--- src/rtl/lbt_pkg.sv ---
// Shared types and constants for the leaky-bucket throttle.
`timescale 1ns / 1ps

package lbt_pkg;

   localparam int COUNT_W    = 16;
   localparam int BURST_W    = 16;
   localparam int INTERVAL_W = 40;
   localparam int PROD_W     = COUNT_W + INTERVAL_W;
   localparam int STAMP_W    = 64;
   localparam int CSR_IDX_W  = 1;
   localparam int CSR_DATA_W = 40;
   localparam int REQ_DATA_W = 80;
   localparam int RSP_DATA_W = 72;
   localparam int RSP_USER_W = 2;

   localparam logic [CSR_IDX_W-1:0] CSR_BURST_LIMIT = 1'b0;
   localparam logic [CSR_IDX_W-1:0] CSR_INTERVAL_NS = 1'b1;

   localparam logic [BURST_W-1:0]    BURST_RESET    = 16'd1;
   localparam logic [INTERVAL_W-1:0] INTERVAL_RESET = 40'd1000;
   localparam logic signed [STAMP_W-1:0] TEN_YEARS_NS = 64'sd316224000000000000;

   // request classification
   typedef enum logic [1:0] {
      KIND_INVALID = 2'd0,
      KIND_DENY    = 2'd1,
      KIND_ALLOW   = 2'd2,
      KIND_CHECK   = 2'd3
   } kind_type;

   // front stage -> bucket stage
   typedef struct packed {
      kind_type                   kind;
      logic signed [STAMP_W-1:0]  now;       // saturated, sign-extended
      logic [PROD_W-1:0]          required;  // count * interval (0 for allow)
      logic [PROD_W-1:0]          slack;     // (burst - count) * interval
   } item_type;

   // bucket stage -> permit stage
   typedef struct packed {
      kind_type                   kind;
      logic                       granted;
      logic signed [STAMP_W-1:0]  base;      // leak time after update
      logic [PROD_W-1:0]          add;
   } verdict_type;

endpackage

--- src/rtl/lbt_front.sv ---
// Input stage: time saturation, request classification and the interval products.
`timescale 1ns / 1ps

module lbt_front #(
   parameter int TIME_BITS = 64
) (
   input  logic                                 clock,
   input  logic                                 reset,
   input  logic                                 req_valid,
   output logic                                 req_ready,
   input  logic [lbt_pkg::COUNT_W-1:0]          req_count,
   input  logic signed [lbt_pkg::STAMP_W-1:0]   req_now,
   input  logic [lbt_pkg::BURST_W-1:0]          burst,
   input  logic [lbt_pkg::INTERVAL_W-1:0]       interval,
   output logic                                 item_valid,
   input  logic                                 item_ready,
   output lbt_pkg::item_type                    item
);
   import lbt_pkg::*;

   localparam logic signed [STAMP_W-1:0] TMAX64 =
      (64'sd1 <<< (TIME_BITS - 1)) - 64'sd1;
   localparam logic signed [STAMP_W-1:0] TMIN64 = ~TMAX64;

   logic                        valid_ff, valid_in;
   item_type                    item_ff, item_in;
   logic [STAMP_W-TIME_BITS:0]  now_hi;
   logic                        in_range;
   logic [BURST_W-1:0]          headroom;
   logic                        take;

   assign req_ready = !valid_ff || item_ready;
   assign take      = req_valid && req_ready;

   assign now_hi   = req_now[STAMP_W-1:TIME_BITS-1];
   assign in_range = (&now_hi) || !(|now_hi);
   assign headroom = burst - req_count;

   always_comb begin
      item_in.now      = in_range ? req_now : (req_now[STAMP_W-1] ? TMIN64 : TMAX64);
      item_in.required = PROD_W'(req_count) * PROD_W'(interval);
      item_in.slack    = PROD_W'(headroom) * PROD_W'(interval);
      if (req_count == '0 ||
          (interval != '0 && burst != '0 && req_count > burst)) begin
         item_in.kind = KIND_INVALID;
      end else if (burst == '0) begin
         item_in.kind = KIND_DENY;
      end else if (interval == '0) begin
         item_in.kind = KIND_ALLOW;
      end else begin
         item_in.kind = KIND_CHECK;
      end
      valid_in = take ? 1'b1 : (item_ready ? 1'b0 : valid_ff);
   end

   always_ff @(posedge clock) begin
      if (reset) begin
         valid_ff <= 1'b0;
      end else begin
         valid_ff <= valid_in;
      end
   end

   always_ff @(posedge clock) begin
      if (take) begin
         item_ff <= item_in;
      end
   end

   assign item_valid = valid_ff;
   assign item       = item_ff;

   // a check request always fits inside the burst and carries a non-zero requirement
   a_check_fits: assert property (@(posedge clock) disable iff (reset)
      valid_ff && item_ff.kind == KIND_CHECK |-> item_ff.slack <= {PROD_W{1'b1}} &&
      item_ff.required != '0)
      else $error("check request with zero requirement");

endmodule

--- config.mk ---
export PLATFORM = sky130hd
export DESIGN_NAME = lbt_front
export DESIGN_NICKNAME = d
export VERILOG_FILES = /design/src/rtl/lbt_pkg.sv /design/src/rtl/lbt_front.sv
export SDC_FILE = /design/constraint.sdc
export NUM_CORES = 2
export LEC_CHECK = 0
export BUFFER_PORTS_ARGS = -buffer_cell sky130_fd_sc_hd__buf_2
export CAP_MARGIN = 10
export CORE_ASPECT_RATIO = 0.9
export CORE_MARGIN = 8
export CORE_UTILIZATION = 40
export CTS_BUF_LIST = sky130_fd_sc_hd__clkbuf_8 sky130_fd_sc_hd__clkbuf_16
export DETAILED_ROUTE_END_ITERATION = 8
export GPL_ROUTABILITY_DRIVEN = 0
export PLACE_DENSITY = 0.66
export SYNTH_ARGS = -nofsm -noshare
export SYNTH_HDL_FRONTEND = slang
export SYNTH_SLANG_ARGS = --single-unit
--- constraint.sdc ---
create_clock -name clock -period 17.05 [get_ports clock]
set_clock_uncertainty 0.05 [all_clocks]
set_input_delay 3.41 -clock clock [delete_from_list [all_inputs] [get_ports clock]]
set_output_delay 3.41 -clock clock [all_outputs]
set_load 0.005 [all_outputs]
==> Word level (Yosys, flattened, before mapping) <==
Index checks and enable logic that the tools add are counted.
{ "classes": {"addsub": 1, "multipliers": 2, "magnitude_cmp": 1, "mux": 4, "n_reduce_logical": 13} }
{ "op_table": {"columns": ["operator", "count"], "rows": [
  ["multiplier 16 x 40 -> 56 bit", 2],
  ["logical NOT 40 bit", 1],
  ["nonzero test 40 bit", 1],
  ["logical NOT 16 bit", 2],
  ["greater-than comparator 16 bit", 1],
  ["nonzero test 16 bit", 1],
  ["subtractor 16 bit", 1],
  ["2-to-1 mux 1 bit", 4],
  ["logical AND 1 bit", 3],
  ["logical OR 1 bit", 2],
  ["nonzero test 2 bit", 1],
  ["OR reduction 2 bit", 1],
  ["logical NOT 1 bit", 1]
]} }
{ "totals": {"ff_bits": 179, "inputBits": 140, "output_inout_bits": 180, "elab_cells": 27} }

==> Logic depth before layout (Yosys ltp) <==
{ "depth": {"depth_word": 5, "depth_mapped": 36, "mapped_depth_nobuf": 34} }

==> Worst setup path before layout <==
No wires, ideal clock.
{ "synth_path": {"path_type": "input to register", "start": "input port req_count[1] (netlist bit)", "end": "register item_ff (netlist bit item[51]), data pin", "setup_time_ns": 0.263, "arrival_time_ns": 10.896, "required_ns": 16.737, "slack_ns": 5.840, "path_stages": 32, "n_path_buf": 3, "path_cell_list": "clkbuf_1 inv_1 ha_1 nor2b_1 o21ai_0 a21boi_1 o211ai_1 a21boi_0 o21ai_0 nand2_1 o311ai_1 clkbuf_1 nand2_1 fa_1 inv_1 fa_1 fa_1 fa_1 fa_1 inv_1 fa_1 inv_1 ha_1 clkbuf_1 nand4_1 or2_2 or3_1 a2111oi_0 nor3b_1 o21ai_1 a21oi_1 xnor2_1"} }
{ "synth_rtl": {"columns": ["element", "line_no", "source"], "rows": [
  ["from (decl)", "lbt_front.sv:11", "input logic [lbt_pkg::COUNT_W-1:0] req_count,"],
  ["to (signal assigned)", "lbt_front.sv:66", "item_ff <= item_in;"],
  ["to (decl)", "lbt_front.sv:26", "item_type item_ff, item_in;"]
]} }

==> summary.txt <==
Global route
  • Vias in the first global route: 37154
  • First-pass GRT wire length: 207000 microns
  • Overall Global Routing Usage: 20.7%
  • Antenna violations before repair: 8
  • Largest net degree at the start of global routing: 64
  • Global route total overflow: 0

STA
  • Final setup viols: 0
  • F_max: 0.0812 GHz
  • Slew headroom: 30.1%
  • Fin crit share: 72.2%
  • Min cycle time layout: 12.31 ns
  • Final Hold Viols: 0
  • Fin. max-slew vios: 0
  • Setup TNS: 0 ns
  • RSZ-0062 raised after global routing: no
  • Slew @ Worst Pin: 1.05 ns

Clock tree
  • Post-CTS sizing: 0
  • Clk_lat worst skew: 0.53 ns
  • Clk buf depth: 2
  • CTS clk-pin slew, worst paths: 0.08 ns
  • # hold bufs at CTS: 0
  • CTS sink count: 179
  • Clock H-tree levels: 4
  • CTS root buf: clkbuf_16
  • Inserted Clock Buffers: 17
  • TritonCTS clock tree: done
  • Postcts setup bufs: 0

Die
  • Row count: 118
  • Die area: 0.127 sq mm
  • Die Height: 338 microns
  • I/O pins: 320
  • Initial Util: 40.2%
  • Core area: 0.115 sq mm
  • Die width: 374 microns

Synthesis
  • Post-Syn Area: 0.0462 sq mm
  • Largest family of logic cells by synthesized area: adder cells
  • Number of synthesized flops with an enable pin: 178
  • Area leader, netlist: fa_1
  • Synth Warn #: 0
  • Synth area leaders: fa_1 (46%), edfxtp_1 (12%), inv_1 (9.1%)
  • Yosys reg bits: 179
  • Register area share after synthesis: 11.6%
  • Yosys cell types: 67
  • Asr flop ratio synth: 0%
  • Mux share of post-synthesis cell area: 0.0217%
  • Yosys top cell area share: 46.0%
  • Synth Area in Adders: 53.4%
  • Synthesized net count: 6496
  • Syn Inst Count: 5022
  • Complex-gate fraction of the synthesized area: 5.45%
  • Mean post-synth cell area: 9.19 sq um
  • Prevailing post-synth register cell: edfxtp_1
  • Post-Synth Simple-Gate Area: 15.8%
  • Post-Synth XOR/XNOR Area: 2.20%

Flow run
  • Max-Cap Viols: 0

Cells and area
  • Layout area overhead: 7.43%
  • Commonest cells after routing, fill and taps aside: inv_1 (1125), fa_1 (1061), nand2_1 (1004)
  • Layout cells sized above 1: 8.49%
  • Commonest non-fill, non-tap cell in the layout: inv_1
  • Fin nets: 6584

Routing
  • DRT iter0 DRCs: 2299
  • Via Count: 34616
  • Final WL: 128000 microns
  • Post-route ant nets: 0
  • Wire per inst: 19.3 microns
  • Residual DRC: 0
  • Average via count per standard cell: 5.22
  • DRT Pass-1 Iters: 5

Run status
  • Outcome: completed

Placement
  • # port buffers: 319
  • HPWL after DPL: 94200 microns

Min path
  • Worst hold-check path type: flop to flop
  • Cell depth of the worst hold path: 2

Worst setup path
  • CP max FO: 40
  • Kind of critical path: primary input to flop
  • Crit path top cell by count: fa_1
  • Crit path launch type: primary input
  • Worst R2R Path Depth: 4
  • Slowest-stage cell, CP: nand3_2
  • CP Capture Type: flop
  • Critical Path AT: 12.54 ns
  • Max stage delay on crit path: 0.77 ns
  • CP Data Required Time: 17.28 ns
==> final timing paths <==
kind	from	to	slack [ns]
setup / recovery	req_count[1]	item[55]	4.74
hold / removal	item_valid	item_valid	0.48
setup reg to reg	item_valid	item[43]	14.34
hold reg to reg	item_valid	item_valid	0.48
==> state kept, by name (all words and copies together) (netlist names) <==
name and cells:
item 178, item_valid 1
==> stage by stage <==
step,instance area (sq um),instances,setup WS (ns),hold slack [ns],util [%]
after CTS,49600,6623,4.96,0.484,43.2
after global routing,49600,6625,4.25,0.529,43.2
final,49600,6630,4.74,0.482,43.2
after floorplan,46200,5022,5.84,0.472,-
after detailed placement,49000,6591,4.37,0.471,42.7
after global placement,49000,6591,4.41,0.448,42.7
==> layout make-up <==
type | instances | area [sq um]
fill | 11168 | 65100
multi-input combinational | 3423 | 35600
sequential | 179 | 5370
timing repair buffer | 364 | 1930
inverter | 1125 | 4220
clock inverter | 15 | 178
antenna | 7 | 17.5
tap | 1500 | 1880
clock buffer | 17 | 425
==> routing by layer <==
metal  GRT usage, %  up-vias  wire (microns)
li1               -    15021               -
met1           27.3    17984           52300
met2           34.1     1367           61200
met3           4.77      242           11400
met4           5.99        2            3280
met5              0        -              15
==> critical path, delay by kind of cell <==
family | cells | cell delay (ns)
buffers and inverters | 4 | 0.46
xor gates and xnor gates | 1 | 0.08
AOI/OAI and AO/OA | 12 | 2.94
adders and majority gates | 8 | 3.56
and+or+nand+nor | 5 | 2.01
==> cells by family after synthesis <==
| family | Yosys count |
|---|---|
| AOI/OAI and AO/OA | 380 |
| buffers and inverters | 1420 |
| xor gates and xnor gates | 116 |
| DFF | 179 |
| adders and majority gates | 1334 |
| and+or+nand+nor | 1592 |
| muxes | 1 |
==> Yosys cell counts, types with 3 or more instances <==
| cell | count |
|---|---|
| inv_1 | 1125 |
| fa_1 | 1061 |
| nand2_1 | 1004 |
| and2_1 | 328 |
| clkbuf_1 | 290 |
| ha_1 | 273 |
| edfxtp_1 | 178 |
| a21oi_1 | 116 |
| xnor2_1 | 72 |
| a21o_1 | 66 |
| o21ai_0 | 65 |
| nor2_1 | 58 |
| xor2_1 | 44 |
| nand2b_1 | 42 |
| nand4_1 | 32 |
| nand3_1 | 25 |
| nor2b_1 | 24 |
| nor3_1 | 24 |
| nor4_1 | 20 |
| o21bai_1 | 20 |
| a31oi_1 | 17 |
| and3_1 | 12 |
| o21a_1 | 11 |
| a211oi_1 | 10 |
| a21boi_0 | 10 |
| o31ai_1 | 7 |
| or3_1 | 7 |
| o211ai_1 | 6 |
| buf_2 | 5 |
| o21ba_2 | 5 |
| and4_1 | 4 |
| nor3b_1 | 4 |
| o21ai_1 | 4 |
| o22ai_1 | 4 |
| o41ai_1 | 4 |
| a211o_1 | 3 |
| a221o_1 | 3 |
| o211ai_2 | 3 |
Power is not shown: default switching activity piles up to over one toggle a cycle in this logic, so the estimate is an artifact.
