`config.mk`:
```
export PLATFORM = sky130hd
export DESIGN_NAME = lbt_bucket
export DESIGN_NICKNAME = d
export VERILOG_FILES = /design/src/rtl/lbt_pkg.sv /design/src/rtl/lbt_bucket.sv
export SDC_FILE = /design/constraint.sdc
export NUM_CORES = 1
export LEC_CHECK = 0
export BUFFER_PORTS_ARGS = -buffer_cell sky130_fd_sc_hd__buf_2
export CAP_MARGIN = 5
export CORE_UTILIZATION = 25
export DETAILED_ROUTE_END_ITERATION = 10
export SETUP_SLACK_MARGIN = 0.15
export SYNTH_ARGS = -nofsm -noshare
export SYNTH_HDL_FRONTEND = slang
export SYNTH_SLANG_ARGS = --single-unit
```
`constraint.sdc`:
```
create_clock -name clock -period 8.3 [get_ports clock]
set_input_delay 0.415 -clock clock [delete_from_list [all_inputs] [get_ports clock]]
set_output_delay 0.415 -clock clock [all_outputs]
set_load 0.01 [all_outputs]
```
`src/rtl/lbt_pkg.sv`:
```
// Shared types and constants for the leaky-bucket throttle.
`timescale 1ns / 1ps

package lbt_pkg;

   localparam int COUNT_W    = 16;
   localparam int BURST_W    = 16;
   localparam int INTERVAL_W = 40;
   localparam int PROD_W     = COUNT_W + INTERVAL_W;
   localparam int STAMP_W    = 64;
   localparam int CSR_IDX_W  = 1;
   localparam int CSR_DATA_W = 40;
   localparam int REQ_DATA_W = 80;
   localparam int RSP_DATA_W = 72;
   localparam int RSP_USER_W = 2;

   localparam logic [CSR_IDX_W-1:0] CSR_BURST_LIMIT = 1'b0;
   localparam logic [CSR_IDX_W-1:0] CSR_INTERVAL_NS = 1'b1;

   localparam logic [BURST_W-1:0]    BURST_RESET    = 16'd1;
   localparam logic [INTERVAL_W-1:0] INTERVAL_RESET = 40'd1000;
   localparam logic signed [STAMP_W-1:0] TEN_YEARS_NS = 64'sd316224000000000000;

   // request classification
   typedef enum logic [1:0] {
      KIND_INVALID = 2'd0,
      KIND_DENY    = 2'd1,
      KIND_ALLOW   = 2'd2,
      KIND_CHECK   = 2'd3
   } kind_type;

   // front stage -> bucket stage
   typedef struct packed {
      kind_type                   kind;
      logic signed [STAMP_W-1:0]  now;       // saturated, sign-extended
      logic [PROD_W-1:0]          required;  // count * interval (0 for allow)
      logic [PROD_W-1:0]          slack;     // (burst - count) * interval
   } item_type;

   // bucket stage -> permit stage
   typedef struct packed {
      kind_type                   kind;
      logic                       granted;
      logic signed [STAMP_W-1:0]  base;      // leak time after update
      logic [PROD_W-1:0]          add;
   } verdict_type;

endpackage

```
`src/rtl/lbt_bucket.sv`:
```
// Bucket stage: holds the last-leak time and decides each request.
`timescale 1ns / 1ps

module lbt_bucket #(
   parameter int TIME_BITS = 64
) (
   input  logic                           clock,
   input  logic                           reset,
   input  logic                           clear,
   input  logic [lbt_pkg::PROD_W-1:0]     total,
   input  logic                           item_valid,
   output logic                           item_ready,
   input  lbt_pkg::item_type              item,
   output logic                           verdict_valid,
   input  logic                           verdict_ready,
   output lbt_pkg::verdict_type           verdict
);
   import lbt_pkg::*;

   localparam int CMP_W = (TIME_BITS > PROD_W) ? TIME_BITS : PROD_W;
   localparam logic signed [STAMP_W-1:0] TMIN64 =
      ~((64'sd1 <<< (TIME_BITS - 1)) - 64'sd1);
   localparam logic signed [STAMP_W-1:0] RESET64 =
      (-TEN_YEARS_NS < TMIN64) ? TMIN64 : -TEN_YEARS_NS;
   localparam logic signed [TIME_BITS-1:0] LEAK_RESET = RESET64[TIME_BITS-1:0];

   logic signed [TIME_BITS-1:0] last_ff, last_in;
   logic                        valid_ff, valid_in;
   verdict_type                 verdict_ff, verdict_in;
   logic signed [TIME_BITS-1:0] now_t, last_drain, last_step;
   logic signed [TIME_BITS:0]   gap;
   logic [CMP_W-1:0]            gap_u;
   logic                        ahead, pass, drained, grant, take;

   assign item_ready = !valid_ff || verdict_ready;
   assign take       = item_valid && item_ready;

   assign now_t   = item.now[TIME_BITS-1:0];
   assign gap     = {now_t[TIME_BITS-1], now_t} - {last_ff[TIME_BITS-1], last_ff};
   assign ahead   = !gap[TIME_BITS];
   assign gap_u   = CMP_W'(gap[TIME_BITS-1:0]);
   assign pass    = ahead && (gap_u >= CMP_W'(item.required));
   assign drained = gap_u >= CMP_W'(total);
   assign grant   = (item.kind == KIND_CHECK) && pass;

   // restart at or below now when fully drained, else step by the requirement
   assign last_drain = now_t - TIME_BITS'(item.slack);
   assign last_step  = last_ff + TIME_BITS'(item.required);

   always_comb begin
      last_in = last_ff;
      if (clear) begin
         last_in = LEAK_RESET;
      end else if (take && grant) begin
         last_in = drained ? last_drain : last_step;
      end
      verdict_in.kind     = item.kind;
      verdict_in.granted  = grant || (item.kind == KIND_ALLOW);
      verdict_in.base     = STAMP_W'(grant ? (drained ? last_drain : last_step) : last_ff);
      verdict_in.add      = item.required;
      valid_in = take ? 1'b1 : (verdict_ready ? 1'b0 : valid_ff);
   end

   always_ff @(posedge clock) begin
      if (reset) begin
         valid_ff <= 1'b0;
         last_ff  <= LEAK_RESET;
      end else begin
         valid_ff <= valid_in;
         last_ff  <= last_in;
      end
   end

   always_ff @(posedge clock) begin
      if (take) begin
         verdict_ff <= verdict_in;
      end
   end

   assign verdict_valid = valid_ff;
   assign verdict       = verdict_ff;

   a_clear_restarts: assert property (@(posedge clock) disable iff (reset)
      clear |=> last_ff == LEAK_RESET)
      else $error("leak time not restarted by config write");

   a_leak_moves_on_grant: assert property (@(posedge clock) disable iff (reset)
      !$stable(last_ff) |-> $past(reset) || $past(clear) || $past(take && grant))
      else $error("leak time moved without a grant");

   a_leak_not_ahead: assert property (@(posedge clock) disable iff (reset)
      take && grant && !clear |-> last_in <= now_t)
      else $error("granted leak time passes request time");

endmodule

```
# Word level (Yosys, flattened, before mapping)
# Index checks and enable logic that the tools add are counted.
# op_classes
n_lt_le_gt_ge	2
mux	4
add_sub_neg	3
n_reduce_logical	10
eq_ne	2
# op_table
op	n
$ge 64x56->1	2
$mux 64	2
$sub 64x64->65	1
$add 64x56->64	1
$sub 64x56->64	1
$eq 2x2->1 const B	2
$logic_and 1x1->1	4
$logic_not 1->1	2
$logic_or 1x1->1	2
$mux 1	2
$reduce_bool 2->1	1
$reduce_or 2->1	1
# word_totals
output_inout_bits	125
in_bits	239
ff_bits	188

# Depth between registers and ports, before layout
# logic_depth
word_depth	5
depth_mapped	30
depth_no_buf	27

# Worst setup path before layout
# No wires, ideal clock.
# synth_path
path_type	input to register
start	input port item[122] in the netlist's numbering
end	register verdict_ff (netlist bit verdict[111]), data pin
cell_stages	25
n_path_buf	3
slack_ps	2679
t_arrival_ps	5361
setup_time_ps	260
path_cell_list	ha_1 buf_2 nand4_1 a211oi_1 o21ai_1 a2111o_1 a31oi_1 a21oi_1 o31ai_1 a21oi_1 o21ai_0 xor2_1 ha_1 a21o_1 a21o_1 a211o_1 o211ai_1 a21oi_1 a211oi_1 nand2_1 a2111oi_2 a21o_1 buf_4 buf_4 mux2_2
# synth_rtl
element	line	text
start, declared	lbt_bucket.sv:13	input lbt_pkg::item_type item,
end signal, assigned	lbt_bucket.sv:76	verdict_ff <= verdict_in;
end, declared	lbt_bucket.sv:29	verdict_type verdict_ff, verdict_in;

==> impl_metrics.json <==
{
  "hp-start": "reset",
  "dp_slack_ns": 0.6018,
  "maxCapViolations": 0,
  "p_int_mw": 1.980,
  "design.portCount": 364,
  "seq_power_share_pct": 32.4,
  "cts.reportedPaths.clkPinSlew_ns": 0.09,
  "startpoint_type": "register",
  "timing.critical_path.cells": "inv_1, ha_1, nand4_1, a211oi_1, o21ai_1, a2111o_1, a31oi_1, a21oi_1, o31ai_1, a21oi_1, o21ai_0, xor2_1, ha_1, a21o_1, a21o_1, a211o_1, o211ai_1, a21oi_1, a211oi_1, nand2_1, a2111oi_2, a21o_4, buf_4, mux2_2",
  "area_growth_syn_to_layout_pct": 16.19,
  "final.hold.worst_slack_ns": 0.1113,
  "grtUsageTotal_pct": 19.34,
  "share_clk_of_total_power_pct": 28.7,
  "total_power_mw": 3.283,
  "finalInstanceArea_mm2": 0.02472,
  "design.die.area_mm2": 0.08627,
  "clockRootBuffer": "sky130_fd_sc_hd__clkbuf_16",
  "number_of_enable_flip_flop_cells_after_synthesis": 123,
  "die_w_um": 293.7,
  "cp_max_fo": 49,
  "final_cells": 4093,
  "hold_buffers": 0,
  "place.port_buffers": 363,
  "tritoncts.num_buffers": 17,
  "final_antenna_net_count": 0,
  "cpMaxStageDelayCell": "sky130_fd_sc_hd__a2111o_1",
  "timing.critical_path.slowest_cell_delay_ns": 0.55,
  "synth_area_mm2": 0.02127,
  "layout_min_cycle_time_ns": 7.699,
  "total_leakage_power_nw": 11.09,
  "cts_tree": "yes",
  "critical-path-top-cell-by-count": "sky130_fd_sc_hd__a21oi_1",
  "dp_hpwl_mm": 71.10,
  "path_class": "reg -> reg",
  "cts_post_setup_buffers_inserted": 0,
  "hold_viol_final": 0,
  "vertical_die_dimension_um": 293.7,
  "routed_via_density": 5.129,
  "yosysWarnings": 0,
  "postSynthRegisterBits": 188,
  "max_freq_mhz": 129.9,
  "drv_slew": 0,
  "ys_seq_area_share_pct": 23.48,
  "routed_wirelength_mm": 85.45,
  "grt.overflow.total": 0,
  "net-switching-power_mw": 1.302,
  "rows": 106,
  "synth_fp_nets": 3189,
  "total_cell_area_at_the_placement_stage_mm2": 0.02411,
  "arrival_ns": 7.98,
  "final.period_utilization_pct": 92.76,
  "worstSetupStartpoint": "last_ff[8]",
  "finalNetCount": 3474,
  "start_util_pct": 25.34,
  "regToRegSetupSlack_ns": 0.60,
  "reg2reg_from": "last_ff[8]",
  "final_total_negative_setup_slack_ns": 0,
  "run_status": "completed",
  "finalWeightedCongestion": 0.9844,
  "cts_num_sinks": 188,
  "cellPowerDensity_mw_per_mm2": 132.8,
  "clk-insertion-delay-late_ns": 0.52,
  "largest_net_degree_at_the_start_of_global_routing": 73,
  "layout-drive-gt1-share_pct": 15.56,
  "avgSynthCellArea_um2": 8.001,
  "cp_num_buf_inv": 2,
  "report.final.setup_viol": 0,
  "timing.critical_path.required_ns": 8.58,
  "number_of_antenna_violations_at_the_first_check_in_global_routing": 5,
  "synthesis.instances": 2659,
  "timing.critical_path.depth": 24,
  "async_reset_ff_share_pct": 0,
  "reg_to_reg_endpoint": "verdict[102]",
  "combPwrFrac_pct": 38.9,
  "cts_resized": 0,
  "max_slew.worst_pin.slew_ns": 1.285,
  "grt_setup_unrepaired": "no",
  "place_inst": 4059,
  "cts_max_level": 4,
  "timing.hold.worst_endpoint": "verdict_valid",
  "detail_route.first_pass.iterations": 6,
  "power.share.switching_pct": 39.67,
  "wire_per_inst_um": 20.88,
  "initialDrtViolationCount": 1789,
  "drc": 0,
  "min_path_type": "in -> reg",
  "clock_tree_buffer_depth": 2,
  "cp-end-kind": "register",
  "first_pass_grt_wire_length_mm": 124.6,
  "worst_hold_path.num_cells": 2,
  "grt_pass1_vias": 19647,
  "area_inside_the_core_boundary_mm2": 0.08395,
  "routed-via-count": 20995,
  "worst-r2r-cell-count": 24,
  "timing.max_slew.rel_slack_pct": 12.13,
  "synth_flop_cell": "sky130_fd_sc_hd__edfxtp_1",
  "worst_ir_drop_vdd_uv": 177.5,
  "min_setup_slack_post_route_ns": 0.6008,
  "final_util_pct": 29.44,
  "ys_types": 90,
  "clock_skew_ns": 0.01429,
  "cpLargestDelayFamily": "compound AO/OA/AOI/OAI gates"
}
-- sequential cells by signal, indices dropped and copies added, names as in the netlist --
name,count
last_ff,64
verdict_valid,1
verdict,123
-- placed cells by master (no fill, tap or decap), types with 17 or more instances in the layout --
cell type / synthesis / final
sky130_fd_sc_hd__a211oi_1: 48 / 48
sky130_fd_sc_hd__a21o_1: 93 / 92
sky130_fd_sc_hd__a21oi_1: 299 / 299
sky130_fd_sc_hd__a31oi_1: 45 / 45
sky130_fd_sc_hd__buf_2: 17 / 363
sky130_fd_sc_hd__clkbuf_16: 0 / 17
sky130_fd_sc_hd__dfxtp_1: 65 / 65
sky130_fd_sc_hd__edfxtp_1: 123 / 123
sky130_fd_sc_hd__ha_1: 288 / 288
sky130_fd_sc_hd__inv_1: 276 / 275
sky130_fd_sc_hd__mux2i_1: 39 / 39
sky130_fd_sc_hd__nand2_1: 180 / 180
sky130_fd_sc_hd__nand2b_1: 28 / 28
sky130_fd_sc_hd__nand3_1: 40 / 40
sky130_fd_sc_hd__nand4_1: 75 / 75
sky130_fd_sc_hd__nor2_1: 218 / 217
sky130_fd_sc_hd__nor2b_1: 24 / 24
sky130_fd_sc_hd__nor3_1: 42 / 42
sky130_fd_sc_hd__o211ai_1: 30 / 30
sky130_fd_sc_hd__o21a_1: 24 / 24
sky130_fd_sc_hd__o21ai_0: 156 / 156
sky130_fd_sc_hd__o21bai_1: 31 / 31
sky130_fd_sc_hd__xnor2_1: 89 / 89
sky130_fd_sc_hd__xor2_1: 78 / 78
-- power groups by stage --
stage / sequential (mW) / clock, mW / combinational [mW]
global route: 1.07 / 0.996 / 1.41
CTS: 1.07 / 0.976 / 1.27
global placement: 1.09 / 0 / 1.25
floorplan: 1.10 / 0 / 0.809
finish: 1.06 / 0.942 / 1.28
detailed placement: 1.09 / 0 / 1.26
-- synth_stat cells (12+ instances only) --
cell,n,share of area [%]
sky130_fd_sc_hd__a21oi_1,299,7.0
sky130_fd_sc_hd__ha_1,288,17
sky130_fd_sc_hd__inv_1,276,4.9
sky130_fd_sc_hd__nor2_1,218,3.8
sky130_fd_sc_hd__nand2_1,180,3.2
sky130_fd_sc_hd__o21ai_0,156,3.7
sky130_fd_sc_hd__edfxtp_1,123,17
sky130_fd_sc_hd__a21o_1,93,3.3
sky130_fd_sc_hd__xnor2_1,89,3.7
sky130_fd_sc_hd__xor2_1,78,3.2
sky130_fd_sc_hd__nand4_1,75,2.2
sky130_fd_sc_hd__clkbuf_1,70,1.2
sky130_fd_sc_hd__dfxtp_1,65,6.1
sky130_fd_sc_hd__a211oi_1,48,1.7
sky130_fd_sc_hd__a31oi_1,45,1.3
sky130_fd_sc_hd__nor3_1,42,0.99
sky130_fd_sc_hd__nand3_1,40,0.94
sky130_fd_sc_hd__mux2i_1,39,1.8
sky130_fd_sc_hd__o21bai_1,31,1.1
sky130_fd_sc_hd__o211ai_1,30,1.1
sky130_fd_sc_hd__nand2b_1,28,0.82
sky130_fd_sc_hd__nor2b_1,24,0.71
sky130_fd_sc_hd__o21a_1,24,0.85
sky130_fd_sc_hd__buf_2,17,0.40
sky130_fd_sc_hd__and3_1,16,0.47
sky130_fd_sc_hd__mux2_2,16,0.85
sky130_fd_sc_hd__o31ai_1,16,0.56
sky130_fd_sc_hd__buf_6,13,0.69
sky130_fd_sc_hd__buf_4,12,0.42
-- how the worst max path moves through the flow --
| stage | slack (ns) | end |
|---|---|---|
| after global routing | 0.16 | last_ff[45] |
| after CTS | 0.65 | verdict[102] |
| after detailed placement | 0.60 | verdict[102] |
| after global placement | 0.68 | verdict[102] |
| after floorplan | 2.68 | verdict[111] |
| final | 0.60 | verdict[102] |
-- worst register-to-register path, delay by kind of cell, from the launching register on --
family                     cells  cell delay, ns
buffers and inverters          2            0.50
adders and majority gates      2            0.75
xor gates and xnor gates       1            0.31
muxes                          1            0.38
DFF                            1            0.34
AOI/OAI and AO/OA             16            4.88
and+or+nand+nor                2            0.30
-- logic make-up (layout without fill, tap and decap cells) --
kind of cell	Yosys count	in the layout	share of synthesized area (%)
DFF	188	188	23.48
xor gates and xnor gates	167	167	6.875
AOI/OAI and AO/OA	880	880	26.51
adders and majority gates	291	291	17.22
other	0	2	0
muxes	59	59	2.894
and+or+nand+nor	684	684	15.36
buffers and inverters	390	688	7.657
-- layout make-up --
type                       instances  area (µm²)
multi-input combinational       2081       14670
clock buffer                      18       429.2
timing repair buffer             380        1982
antenna                            2       5.005
inverter                         276        1041
clock inverter                    14       177.7
fill                            9157       59230
sequential                       188        4995
tap                             1134        1419
-- routing by layer --
metal	GRT usage, %	up-vias	wire length, µm
li1	-	10295	-
met2	32.11	685	39910
met5	0	-	0
met4	5.780	0	2069
met1	25.28	9921	38110
met3	3.595	94	5358
No activity file was read; power rests on OpenSTA's default activity.
