### src/rtl/lbt_pkg.sv
// Shared types and constants for the leaky-bucket throttle.
`timescale 1ns / 1ps

package lbt_pkg;

   localparam int COUNT_W    = 16;
   localparam int BURST_W    = 16;
   localparam int INTERVAL_W = 40;
   localparam int PROD_W     = COUNT_W + INTERVAL_W;
   localparam int STAMP_W    = 64;
   localparam int CSR_IDX_W  = 1;
   localparam int CSR_DATA_W = 40;
   localparam int REQ_DATA_W = 80;
   localparam int RSP_DATA_W = 72;
   localparam int RSP_USER_W = 2;

   localparam logic [CSR_IDX_W-1:0] CSR_BURST_LIMIT = 1'b0;
   localparam logic [CSR_IDX_W-1:0] CSR_INTERVAL_NS = 1'b1;

   localparam logic [BURST_W-1:0]    BURST_RESET    = 16'd1;
   localparam logic [INTERVAL_W-1:0] INTERVAL_RESET = 40'd1000;
   localparam logic signed [STAMP_W-1:0] TEN_YEARS_NS = 64'sd316224000000000000;

   // request classification
   typedef enum logic [1:0] {
      KIND_INVALID = 2'd0,
      KIND_DENY    = 2'd1,
      KIND_ALLOW   = 2'd2,
      KIND_CHECK   = 2'd3
   } kind_type;

   // front stage -> bucket stage
   typedef struct packed {
      kind_type                   kind;
      logic signed [STAMP_W-1:0]  now;       // saturated, sign-extended
      logic [PROD_W-1:0]          required;  // count * interval (0 for allow)
      logic [PROD_W-1:0]          slack;     // (burst - count) * interval
   } item_type;

   // bucket stage -> permit stage
   typedef struct packed {
      kind_type                   kind;
      logic                       granted;
      logic signed [STAMP_W-1:0]  base;      // leak time after update
      logic [PROD_W-1:0]          add;
   } verdict_type;

endpackage

### src/rtl/lbt_permit.sv
// Result stage: saturating next-permit sum and the result register.
`timescale 1ns / 1ps

module lbt_permit #(
   parameter int TIME_BITS = 64
) (
   input  logic                                 clock,
   input  logic                                 reset,
   input  logic                                 verdict_valid,
   output logic                                 verdict_ready,
   input  lbt_pkg::verdict_type                 verdict,
   output logic                                 rsp_valid,
   input  logic                                 rsp_ready,
   output logic                                 rsp_status,
   output logic                                 rsp_granted,
   output logic                                 rsp_permit_valid,
   output logic signed [lbt_pkg::STAMP_W-1:0]   rsp_permit_ns
);
   import lbt_pkg::*;

   localparam int CMP_W = (TIME_BITS > PROD_W) ? TIME_BITS : PROD_W;
   localparam int SUM_W = CMP_W + 2;
   localparam logic signed [SUM_W-1:0] SUM_MAX =
      (SUM_W'(1) << (TIME_BITS - 1)) - SUM_W'(1);

   logic                         valid_ff, valid_in, take;
   logic                         status_ff, status_in;
   logic                         granted_ff, granted_in;
   logic                         pvalid_ff, pvalid_in;
   logic signed [STAMP_W-1:0]    permit_ff, permit_in;
   logic signed [TIME_BITS-1:0]  base_t, next_t;
   logic signed [SUM_W-1:0]      sum;

   assign verdict_ready = !valid_ff || rsp_ready;
   assign take          = verdict_valid && verdict_ready;

   assign base_t = verdict.base[TIME_BITS-1:0];
   assign sum    = SUM_W'(base_t) + SUM_W'(verdict.add);
   assign next_t = (sum > SUM_MAX) ? SUM_MAX[TIME_BITS-1:0] : sum[TIME_BITS-1:0];

   always_comb begin
      status_in  = 1'b0;
      granted_in = 1'b0;
      pvalid_in  = 1'b0;
      permit_in  = '0;
      case (verdict.kind)
         KIND_INVALID: begin
            status_in = 1'b1;
         end
         KIND_DENY: begin
            status_in = 1'b0;
         end
         KIND_ALLOW, KIND_CHECK: begin
            granted_in = verdict.granted;
            pvalid_in  = 1'b1;
            permit_in  = STAMP_W'(next_t);
         end
         default: begin
            status_in = 1'b0;
         end
      endcase
      valid_in = take ? 1'b1 : (rsp_ready ? 1'b0 : valid_ff);
   end

   always_ff @(posedge clock) begin
      if (reset) begin
         valid_ff <= 1'b0;
      end else begin
         valid_ff <= valid_in;
      end
   end

   always_ff @(posedge clock) begin
      if (take) begin
         status_ff  <= status_in;
         granted_ff <= granted_in;
         pvalid_ff  <= pvalid_in;
         permit_ff  <= permit_in;
      end
   end

   assign rsp_valid        = valid_ff;
   assign rsp_status       = status_ff;
   assign rsp_granted      = granted_ff;
   assign rsp_permit_valid = pvalid_ff;
   assign rsp_permit_ns    = permit_ff;

   a_grant_is_valid: assert property (@(posedge clock) disable iff (reset)
      valid_ff && granted_ff |-> !status_ff && pvalid_ff)
      else $error("grant on invalid or unscheduled result");

endmodule

### config.mk
export PLATFORM = sky130hd
export DESIGN_NAME = lbt_permit
export DESIGN_NICKNAME = d
export VERILOG_FILES = /design/src/rtl/lbt_pkg.sv /design/src/rtl/lbt_permit.sv
export SDC_FILE = /design/constraint.sdc
export NUM_CORES = 1
export LEC_CHECK = 0
export ABC_AREA = 1
export BUFFER_PORTS_ARGS = -buffer_cell sky130_fd_sc_hd__buf_2
export CAP_MARGIN = 20
export CORE_MARGIN = 3
export CORE_UTILIZATION = 45
export DETAILED_ROUTE_END_ITERATION = 8
export PLACE_DENSITY = 0.84
export SLEW_MARGIN = 20
export SYNTH_ARGS = -nofsm -noshare
export SYNTH_HDL_FRONTEND = slang
export SYNTH_SLANG_ARGS = --single-unit
### constraint.sdc
create_clock -name clock -period 4.27 [get_ports clock]
set_input_delay 0.2135 -clock clock [delete_from_list [all_inputs] [get_ports clock]]
set_output_delay 0.2135 -clock clock [all_outputs]
set_load 0.1 [all_outputs]
### Yosys cells after proc, flatten, opt, wreduce, memory -nomap -nowiden

Index checks and enable logic that the tools add are counted.

| storage, ports and cells | value |
|---|---|
| flip-flop bits (word level) | 68 |
| input port bits | 127 |
| logic and storage cells | 23 |

| operators by class | value |
|---|---|
| eq/ne operators | 2 |
| order comparisons | 1 |
| multiplexer cells | 5 |
| bitwise operators | 1 |
| add/subtract/negate cells | 1 |
| reduce and logical (&&, ||, !) cells | 7 |

Operators with widths:

| kind | number |
|---|---|
| adder 64 x 57 -> 65 bit | 1 |
| > comparator 65 x 64 -> 1 bit, second input constant | 1 |
| two-way mux 63 bit | 1 |
| == test 2 bit, second input constant | 2 |
| two-way mux 1 bit | 4 |
| OR reduction 2 bit | 2 |
| zero test 2 bit | 1 |
| nonzero test 2 bit | 1 |
| logical AND 1 bit | 1 |
| zero test 1 bit | 1 |
| logical OR 1 bit | 1 |
| inverter 1 bit | 1 |

### Logic depth before layout (Yosys ltp)

Gate-level depths: netlist of the first run.

| depth | value |
|---|---|
| depth after elaboration | 4 |
| gate-level depth with buffers | 18 |
| gate-level depth less buffers | 18 |

### Worst setup path before layout of the first run

Ideal clock, no wire load.

| timing | value |
|---|---|
| path type | register to register |
| start point | reg valid_ff, in the netlist rsp_valid |
| end point | reg granted_ff, in the netlist rsp_granted, enable pin |
| setup time | 0.513 ns |
| slack | -0.327 ns |
| period minus slack after synthesis | 4.597 ns |
| arrival | 4.083 ns |
| path buffers | 0 |
| stages on the path, launching flop included | 2 |
| data required time | 3.757 ns |
| cell sequence | dfxtp_1 -> a21oi_1 |

| between the ends | value |
|---|---|
| longest elaborated chain between the ends | 3 |

Ends and longest elaborated chain:

| item | RTL line | RTL |
|---|---|---|
| from (decl) | lbt_permit.sv:26 | `logic valid_ff, valid_in, take;` |
| from (signal assigned) | lbt_permit.sv:69 | `valid_ff <= valid_in;` |
| zero test 1 bit | lbt_permit.sv:34 | `assign verdict_ready = !valid_ff \|\| rsp_ready;` |
| logical OR 1 bit | lbt_permit.sv:34 |  |
| logical AND 1 bit | lbt_permit.sv:35 | `assign take = verdict_valid && verdict_ready;` |
| via take | lbt_permit.sv:26 |  |
| to (signal assigned) | lbt_permit.sv:76 | `granted_ff <= granted_in;` |
| to (decl) | lbt_permit.sv:28 | `logic granted_ff, granted_in;` |

The timed path passes the listed nets, and every way through them passes these cells.
A chain may end at the register's enable or synchronous reset.

### Worst setup path after layout of the first run

| timing | value |
|---|---|
| start point | in verdict[0] (netlist bit) |
| end point | reg permit_ff[37], in the netlist rsp_permit_ns[37], data pin |

| between the ends | value |
|---|---|
| longest elaborated chain between the ends | 3 |

Ends and longest elaborated chain:

| item | RTL line | RTL |
|---|---|---|
| from (decl) | lbt_permit.sv:11 | `input lbt_pkg::verdict_type verdict,` |
| adder 64 x 57 -> 65 bit (*) | lbt_permit.sv:38 | `assign sum = SUM_W'(base_t) + SUM_W'(verdict.add);` |
| > comparator 65 x 64 -> 1 bit | lbt_permit.sv:39 | `assign next_t = (sum > SUM_MAX) ? SUM_MAX[TIME_BITS-1:0] : sum[TIME_BITS-1:0];` |
| two-way mux 63 bit (*) | lbt_permit.sv:39 |  |
| to (signal assigned) | lbt_permit.sv:78 | `permit_ff <= permit_in;` |
| to (decl) | lbt_permit.sv:30 | `logic signed [STAMP_W-1:0] permit_ff, permit_in;` |

Mark *: on every way between the ends. The rest lies on a longest branch, timed or not.

==> results of run 1 <==
==> state kept, by name, summed over array words and instances (netlist names) <==
register / count
rsp_granted: 1
rsp_permit_valid: 1
rsp_valid: 1
rsp_permit_ns: 64
rsp_status: 1
==> how the worst max path moves through the flow <==
stage / cells after the start / endpoint / start
final: 18 / rsp_permit_ns[37] / verdict[0]
after floorplan: 1 / rsp_granted / rsp_valid
after global placement: 17 / rsp_permit_ns[63] / verdict[0]
after global routing: 18 / rsp_permit_ns[32] / verdict[0]
after detailed placement: 18 / rsp_permit_ns[28] / verdict[0]
after CTS: 18 / rsp_permit_ns[32] / verdict[0]
==> critical path, cell delays in order <==
cell,delay [ns]
buf_2,0.08
ha_1,0.16
inv_1,0.05
fa_1,0.39
nor2_1,0.20
nand2_1,0.10
nand2_1,0.17
nand2_1,0.07
nand2_1,0.13
nand2_1,0.08
nand3_2,0.11
nand2_1,0.06
nand3_1,0.13
nand2_1,0.12
a21oi_4,0.15
buf_4,0.53
nor2_1,0.11
nor2_1,0.15
==> cell type report <==
class	instances	area, sq um
Timing Repair Buffer	197	991
Sequential cell	68	2030
Fill cell	1709	7080
Multi-Input combinational cell	923	4570
Inverter	192	721
Tap cell	216	270
Clock buffer	10	229
Clock inverter	6	113
==> logic make-up (layout without fill, tap and decap cells) <==
| group | Yosys count | after routing | share of synthesized area (%) |
|---|---|---|---|
| flops | 68 | 68 | 27.5 |
| compound gates | 139 | 139 | 10.2 |
| simple gates | 687 | 687 | 36.9 |
| fa+ha+maj | 57 | 57 | 9.74 |
| xor+xnor | 40 | 40 | 4.73 |
| buf+inv | 205 | 405 | 11.0 |
==> layer usage <==
metal | routed length, microns | vias up | GRT usage [%]
li1 | - | 4161 | -
met1 | 12200 | 3890 | 43.7
met2 | 12100 | 380 | 46.5
met3 | 2650 | 35 | 5.18
met4 | 402 | 0 | 5.60
met5 | 0 | - | 0
==> cells in the final DEF, fill, tap and decap left out, types with 18 or more instances in the layout <==
cell type | netlist | final
nand3_1 | 48 | 48
ha_1 | 56 | 56
inv_1 | 186 | 186
xor2_1 | 37 | 37
edfxtp_1 | 67 | 67
nand2_1 | 337 | 337
o21ai_0 | 37 | 37
nor3_1 | 18 | 18
a21oi_1 | 82 | 81
nor2_1 | 260 | 260
buf_2 | 0 | 195
==> where the power goes <==
part / switching, mW / leakage, nW / internal, mW
Sequential: 0.0155 / 0.674 / 0.816
Combinational: 1.07 / 3.81 / 0.337
Clock: 0.293 / 0.167 / 0.572
==> results.yml, run 1 <==
status:
  status: "finished clean"
clock_tree:
  tritoncts: "built"
  ctsResizeCount: 0
  post-cts-setup-buffer-count: 0
  clkTransAtPathRegs_ns: 0.06
  clk_latency_ns: 0.34
  clkSinkCount: 68
  cts_root_buffer: "clkbuf_16"
  cts_buffers: 9
  hold_buffers: 0
  cts_max_level: 3
  ctsLongestPathBuffers: 2
flow_run:
  cap_violations: 0
sta:
  fmax_mhz: 349
  fin_crit_sh_pct: 67.1
  worstMarginPinSlew_ns: 1.02
  rsz0062_at_grt: "false"
  layout_setup_ws_ns: 1.41
  fin_crit_ns: 2.86
  finalHoldViolations: 0
  fin_worst_skew_ns: 0.00734
  fin_tns_setup_ns: 0
  hold_ws_ns: 0.0321
  drv_slew: 0
  slew-limit-headroom_pct: 31.6
  setup_viol: 0
setup_path:
  end_kind: "flip-flop"
  path_class: "in2reg"
  worstPathArrival_ns: 3.03
  r2r_slack_ns: 2.43
  timing.rr.end: "rsp_permit_ns[25]"
  cp_max_fo: 64
  rr_worst_depth: 2
  critPathRequiredTime_ns: 4.43
  setup.worst_path.start_class: "input pin"
  timing.rr.start: "rsp_valid"
min_path:
  hp-class: "in2reg"
  hold_depth: 2
  hold_path_end: "rsp_valid"
  holdCritStartpoint: "reset"
synthesis:
  synthTopCellsByCount: "nand2_1, nor2_1, inv_1"
  synthCells: 1196
  post-synth-top-count-cell: "nand2_1"
  yosysUniqueCellTypes: 32
  synth.avg_cell_area_sq_um: 6.19
  ys.warnings.count: 0
  syn_area_sq_um: 7400
  yosysTopAreaCell: "edfxtp_1"
  synth_nets: 1380
  ys_seq_area_share_pct: 27.5
  ys_ff_latch: 68
  synth_flop_cell: "edfxtp_1"
  async_reset_ff_share_pct: 0
  synth_enable_flop_cells: 67
  synth_top_area_share_pct: 27.2
  synth_area_leaders: "edfxtp_1, nand2_1, nor2_1"
global_routing:
  track_usage_pct: 29.8
  antenna_found_initial: 0
  grt_start_max_net_pins: 65
  grt_pass1_vias: 7669
  grt_remaining_overflow: 0
  grt_pass1_wl_microns: 41500
die:
  placeableCoreArea_sq_um: 16000
  ios: 196
  die_h_microns: 134
  initial_utilization_pct: 46.3
  row_count: 46
  die_x_microns: 134
  die-area_sq_um: 18000
detailed_routing:
  drtIter0Drc: 799
  final_antenna_net_count: 0
  drc: 0
  wirelength_microns: 27300
  dr.pass1.iters: 7
  avgRoutedWirePerCell_microns: 17.0
  vias_per_cell: 5.25
  vias: 8466
placed_design:
  postPlaceCellArea_sq_um: 8580
  port_buffers: 195
  dpl.hpwl_microns: 23500
  place_ws_ns: 1.18
  place_inst: 1596
  place_congestion: 1.01
pwr:
  p_leak_nw: 4.65
  cellPowerDensity_nw_per_um2: 348
  ir_drop_mv: 0.303
  power_mw: 3.11
finish:
  nets: 1575
  post_layout_nonfiller_instances: 1612
  drive_gt1_share_pct: 16.4
  antenna_cells: 0
  stdcell_area_sq_um: 8920
  final_util_pct: 55.8
  area_growth_pct: 20.5
Power figures use the tool's default switching activity.
==> run 2, diff against run 1 <==
- ABC_AREA: 1 -> 0
- PLACE_DENSITY: 0.84 -> 0.83
- clock period: 4.27 -> 2.8 ns (I/O delays scaled with it)
==> results.yml, run 2 <==
finish:
  nFillCells: 1014
  layout_common_cells: "buf_2, buf_4, a21oi_1"
  area_growth_pct: 50.1
  nets: 1175
  post_layout_nonfiller_instances: 1172
  drive_gt1_share_pct: 45.7
  stdcell_area_sq_um: 9250
  layout_commonest_cell: "buf_2"
  antenna_cells: 0
  largest_register_ffs: 64
die:
  die-area_sq_um: 15100
  die_x_microns: 123
  row_count: 42
  ios: 196
  die_h_microns: 123
  placeableCoreArea_sq_um: 13300
  initial_utilization_pct: 46.2
global_routing:
  track_usage_pct: 23.7
  grt_pass1_wl_microns: 28800
  grt_use_met2_pct: 40.3
  grt_pass1_vias: 6119
  use_met1_pct: 31.3
  grt_start_max_net_pins: 33
  antenna_found_initial: 0
  grt_remaining_overflow: 0
  busiest_layer: "met2"
  met3_usage_pct: 2.52
flow_run:
  cap_violations: 0
placed_design:
  place_ws_ns: -0.531
  port_buffers: 195
  place_inst: 1145
  place_congestion: 0.924
  postPlaceCellArea_sq_um: 8300
  dpl.hpwl_microns: 14900
setup_path:
  critPathRequiredTime_ns: 2.98
  worstPathArrival_ns: 2.96
  path_class: "in2reg"
  end_kind: "flip-flop"
  setup.worst_path.start_class: "input pin"
  cp_max_fo: 8
sta:
  rsz0062_at_grt: "true"
  layout_setup_ws_ns: 0.0181
  fin_crit_sh_pct: 99.4
  fin_crit_ns: 2.78
  slew-limit-headroom_pct: 57.9
  fin_worst_skew_ns: 0.0115
  worstMarginPinSlew_ns: 0.631
  finalHoldViolations: 0
  drv_slew: 0
  fmax_mhz: 359
  setup_viol: 0
detailed_routing:
  wirelength_microns: 19600
  dr.pass1.iters: 6
  drc: 0
  drtIter0Drc: 434
  final_antenna_net_count: 0
  vias_per_cell: 5.63
  avgRoutedWirePerCell_microns: 16.7
  vias: 6593
clock_tree:
  cts_root_buffer: "clkbuf_16"
  clkTransAtPathRegs_ns: 0.07
  clk_latency_ns: 0.33
  ctsLongestPathBuffers: 2
  cts_max_level: 3
  tritoncts: "built"
  clkSinkCount: 68
  cts_buffers: 9
synthesis:
  synth_area_leaders: "edfxtp_1, ha_1, a21oi_1"
  async_reset_ff_share_pct: 0
  ys_ff_latch: 68
  synthTopCellsByCount: "a21oi_1, edfxtp_1, ha_1"
  syn_area_sq_um: 6170
  synth.avg_cell_area_sq_um: 9.11
  synth_nets: 861
  synthCells: 677
  yosysUniqueCellTypes: 62
  post-synth-top-count-cell: "a21oi_1"
  yosysTopAreaCell: "edfxtp_1"
  synth_flop_cell: "edfxtp_1"
  ys.warnings.count: 0
  synth_top_area_share_pct: 32.6
  ys_seq_area_share_pct: 32.9
  synth_enable_flop_cells: 67
pwr:
  cellPowerDensity_nw_per_um2: 500
  ir_drop_mv: 0.430
  p_leak_nw: 4.14
status:
  status: "finished clean"
min_path:
  hp-class: "in2reg"
==> run 2: changes by cell type after synthesis, sizes merged, moves of 20 or more <==
cell	previous run	this run
a21oi	83	105
nand3	49	11
a21boi	1	27
nand2	339	47
xnor2	3	29
nand4	6	26
clkbuf	7	29
inv	192	22
nor2	264	32
a21o	3	34
==> run 2: final timing paths <==
kind | startpoint | endpoint | slack, ns | depth (start not counted)
worst max register to register | rsp_valid | rsp_permit_ns[6] | 1.07 | 3
worst max-delay path | verdict[68] | rsp_permit_ns[49] | 0.02 | 13
worst min-delay path | verdict_valid | rsp_valid | 0.06 | 3
worst min register to register | rsp_valid | rsp_valid | 0.51 | 2
==> run 2: cell families after synthesis <==
family,synth area share [%]
AO/OA/AOI/OAI,29.3
XOR/XNOR,8.09
adder cells (fa/ha/maj),11.7
buffers and inverters,4.50
flip-flops,32.9
multiplexers,0.162
AND/OR/NAND/NOR,13.3
==> run 2: layout make-up <==
| type | instances | area, sq um | area share, % |
|---|---|---|---|
| inverter | 22 | 82.6 | 0.892 |
| sequential | 68 | 2030 | 22.0 |
| multi-input combinational | 546 | 4440 | 48.0 |
| tap | 176 | 220 | 2.38 |
| clock buffer | 10 | 229 | 2.47 |
| clock inverter | 6 | 40.0 | 0.433 |
| timing repair buffer | 344 | 2210 | 23.9 |
==> run 2: report_power, final <==
part | switching (mW) | internal [mW] | total (mW)
logic | 1.51 | 0.810 | 2.32
clock network | 0.422 | 0.597 | 1.02
registers | 0.0327 | 1.25 | 1.29
total | 1.97 | 2.66 | 4.63
==> run 2: through the flow <==
stage	utilization, %	hold slack (ns)	TNS, ns	power (mW)
final	69.3	0.0593	0	4.63
after global routing	69.3	0.0571	-3.48	4.85
after CTS	64.9	0.0479	-0.00570	4.48
after detailed placement	62.2	0.308	-26.54	3.44
after global placement	62.2	0.296	-25.72	3.42
after floorplan	-	0.209	-0.00265	2.83
==> run 2: metal layers <==
layer / share of wire (%) / wire length (microns)
met3: 6.5 / 1270
met1: 43 / 8420
met5: 0 / 0
met4: 2.9 / 573
met2: 48 / 9310
==> run 2: repair_timing <==
item	CTS	global route
setup buffers	1	7
hold buffers	1	0
cloned	0	3
hold endpoints to repair	1	0
setup endpoints to repair	59	62
resized for setup	17	101
pin swaps	6	18
==> run 2: critical path, cell delays in order <==
cell and delay [ns]:
buf_2 0.12, ha_4 0.29, nand4_4 0.14, nor3_2 0.22, a22o_1 0.20, a31oi_4 0.06, o31a_1 0.34, o41ai_4 0.40
a31o_4 0.24, mux2i_4 0.26, nand2_4 0.17, clkbuf_16 0.24, a21boi_0 0.14
==> run 3, diff against run 2 <==
- CORE_UTILIZATION: 45 -> 35
- PLACE_DENSITY: 0.83 -> 0.68
==> results.yml, run 3 (synthesis gave the netlist of run 2 again) <==
status:
  status: "finished, violations left"
  violations: "negative setup slack"
clock_tree:
  tritoncts: "built"
  cts_root_buffer: "clkbuf_16"
  cts_max_level: 3
  clk_latency_ns: 0.33
  cts_buffers: 9
  clkSinkCount: 68
  clkTransAtPathRegs_ns: 0.05
  ctsLongestPathBuffers: 2
sta:
  fin_tns_setup_ns: -1.00
  layout_setup_ws_ns: -0.0542
  setup_viol: 46
  fin_crit_ns: 2.85
  drv_slew: 0
  finalHoldViolations: 0
  hold_ws_ns: 0.0619
  slew-limit-headroom_pct: 35.1
  rsz0062_at_grt: "true"
  fin_worst_skew_ns: 0.00745
  fin_crit_sh_pct: 102
  fmax_mhz: 350
  worstMarginPinSlew_ns: 0.973
global_routing:
  track_usage_pct: 19.2
  grt_pass1_vias: 6189
  grt_start_max_net_pins: 38
  grt_pass1_wl_microns: 30900
  antenna_found_initial: 0
  grt_remaining_overflow: 0
placed_design:
  postPlaceCellArea_sq_um: 8370
  place_inst: 1190
  place_congestion: 0.896
  dpl.hpwl_microns: 15500
  port_buffers: 195
die:
  die_x_microns: 139
  die-area_sq_um: 19200
  die_h_microns: 139
  initial_utilization_pct: 36.4
  ios: 196
  row_count: 47
  placeableCoreArea_sq_um: 16900
finish:
  antenna_cells: 0
  layout_commonest_cell: "buf_2"
  post_layout_nonfiller_instances: 1218
  nets: 1177
  drive_gt1_share_pct: 44.9
  largest_register_ffs: 64
  stdcell_area_sq_um: 9220
  layout_common_cells: "buf_2, buf_4, a21oi_1"
  area_growth_pct: 49.5
setup_path:
  critPathRequiredTime_ns: 2.95
  r2r_slack_ns: 1.27
  path_cells: "buf_2, ha_1, a21oi_1, buf_4, o21a_1, o211ai_1, a211oi_1, o31a_1, o41ai_4, a31o_4, mux2i_4, nand2_8, buf_12, a21oi_1"
  crit_cells: 14
  path_class: "in2reg"
  crit_end: "rsp_permit_ns[1]"
  timing.rr.end: "rsp_permit_ns[9]"
  rr_worst_depth: 3
  setup.worst_path.start_class: "input pin"
  crit_start: "verdict[16]"
  end_kind: "flip-flop"
  worstPathArrival_ns: 3.01
  path_common_cell: "a21oi_1"
  timing.rr.start: "rsp_valid"
  path_buf_inv: 3
  slowest_delay_ns: 0.39
  crit_family: "compound AO/OA/AOI/OAI gates"
  cp_max_fo: 8
  slowest_stage: "o41ai_4"
detailed_routing:
  final_antenna_net_count: 0
  vias: 6355
  dr.pass1.iters: 5
  wirelength_microns: 19900
  vias_per_cell: 5.22
  drc: 0
  avgRoutedWirePerCell_microns: 16.3
  drtIter0Drc: 369
flow_run:
  cap_violations: 0
pwr:
  cellPowerDensity_nw_per_um2: 505
  power_mw: 4.66
  ir_drop_mv: 0.363
  p_leak_nw: 4.16
min_path:
  hp-class: "in2reg"
  holdCritStartpoint: "verdict_valid"
[run 3: changes by cell type in the layout (fill, tap and decap cells not counted), sizes merged]
cell      before  now
clkinv         3    4
bufinv         0    1
clkbuf        12   14
inv           23   22
clkinvlp       2    1
[run 3: cell type report]
class	instances	area, sq um
Fill cell	1577	7710
Multi-Input combinational cell	546	4260
Timing Repair Buffer	346	2290
Sequential cell	68	2030
Tap cell	220	275
Clock buffer	10	229
Inverter	22	82.6
Clock inverter	6	55.1
[run 3: worst register-to-register path, delay by kind of cell, from the launching register on]
kind,cells,cell delay (ns)
buffers and inverters,1,0.37
and+or+nand+nor,2,0.53
DFF,1,0.31
[run 3: per-layer routing]
metal	global-route usage (%)	up-vias	part of all wire, %
li1	-	3175	-
met3	2.38	23	5.2
met5	0	-	0
met4	5.10	0	1.4
met2	32.2	205	48
met1	26.3	2952	46
[run 3: worst min path at each step]
stage,end,cells after the start
2_1_floorplan,rsp_valid,1
4_1_cts,rsp_valid,3
3_5_place_dp,rsp_valid,2
6_report,rsp_valid,3
5_1_grt,rsp_valid,3
3_3_place_gp,rsp_valid,2
[run 3: timing repair]
item	in CTS	in global routing
setup endpoints to repair	62	62
hold buffers	1	0
resized for setup	9	98
pin swaps	1	16
hold endpoints to repair	1	0
buffers inserted	1	6
gates cloned	0	4
[run 3: power by group]
group	switching, mW	internal, mW
logic	1.48	0.785
clock network	0.421	0.680
registers	0.0367	1.25
[run 3: stage by stage]
step	utilization, %	setup WS, ns
after floorplan	-	-0.00265
after global placement	49.4	-0.342
after detailed placement	49.4	-0.520
after CTS	51.4	0.00218
after global routing	54.5	-0.136
final	54.5	-0.0542
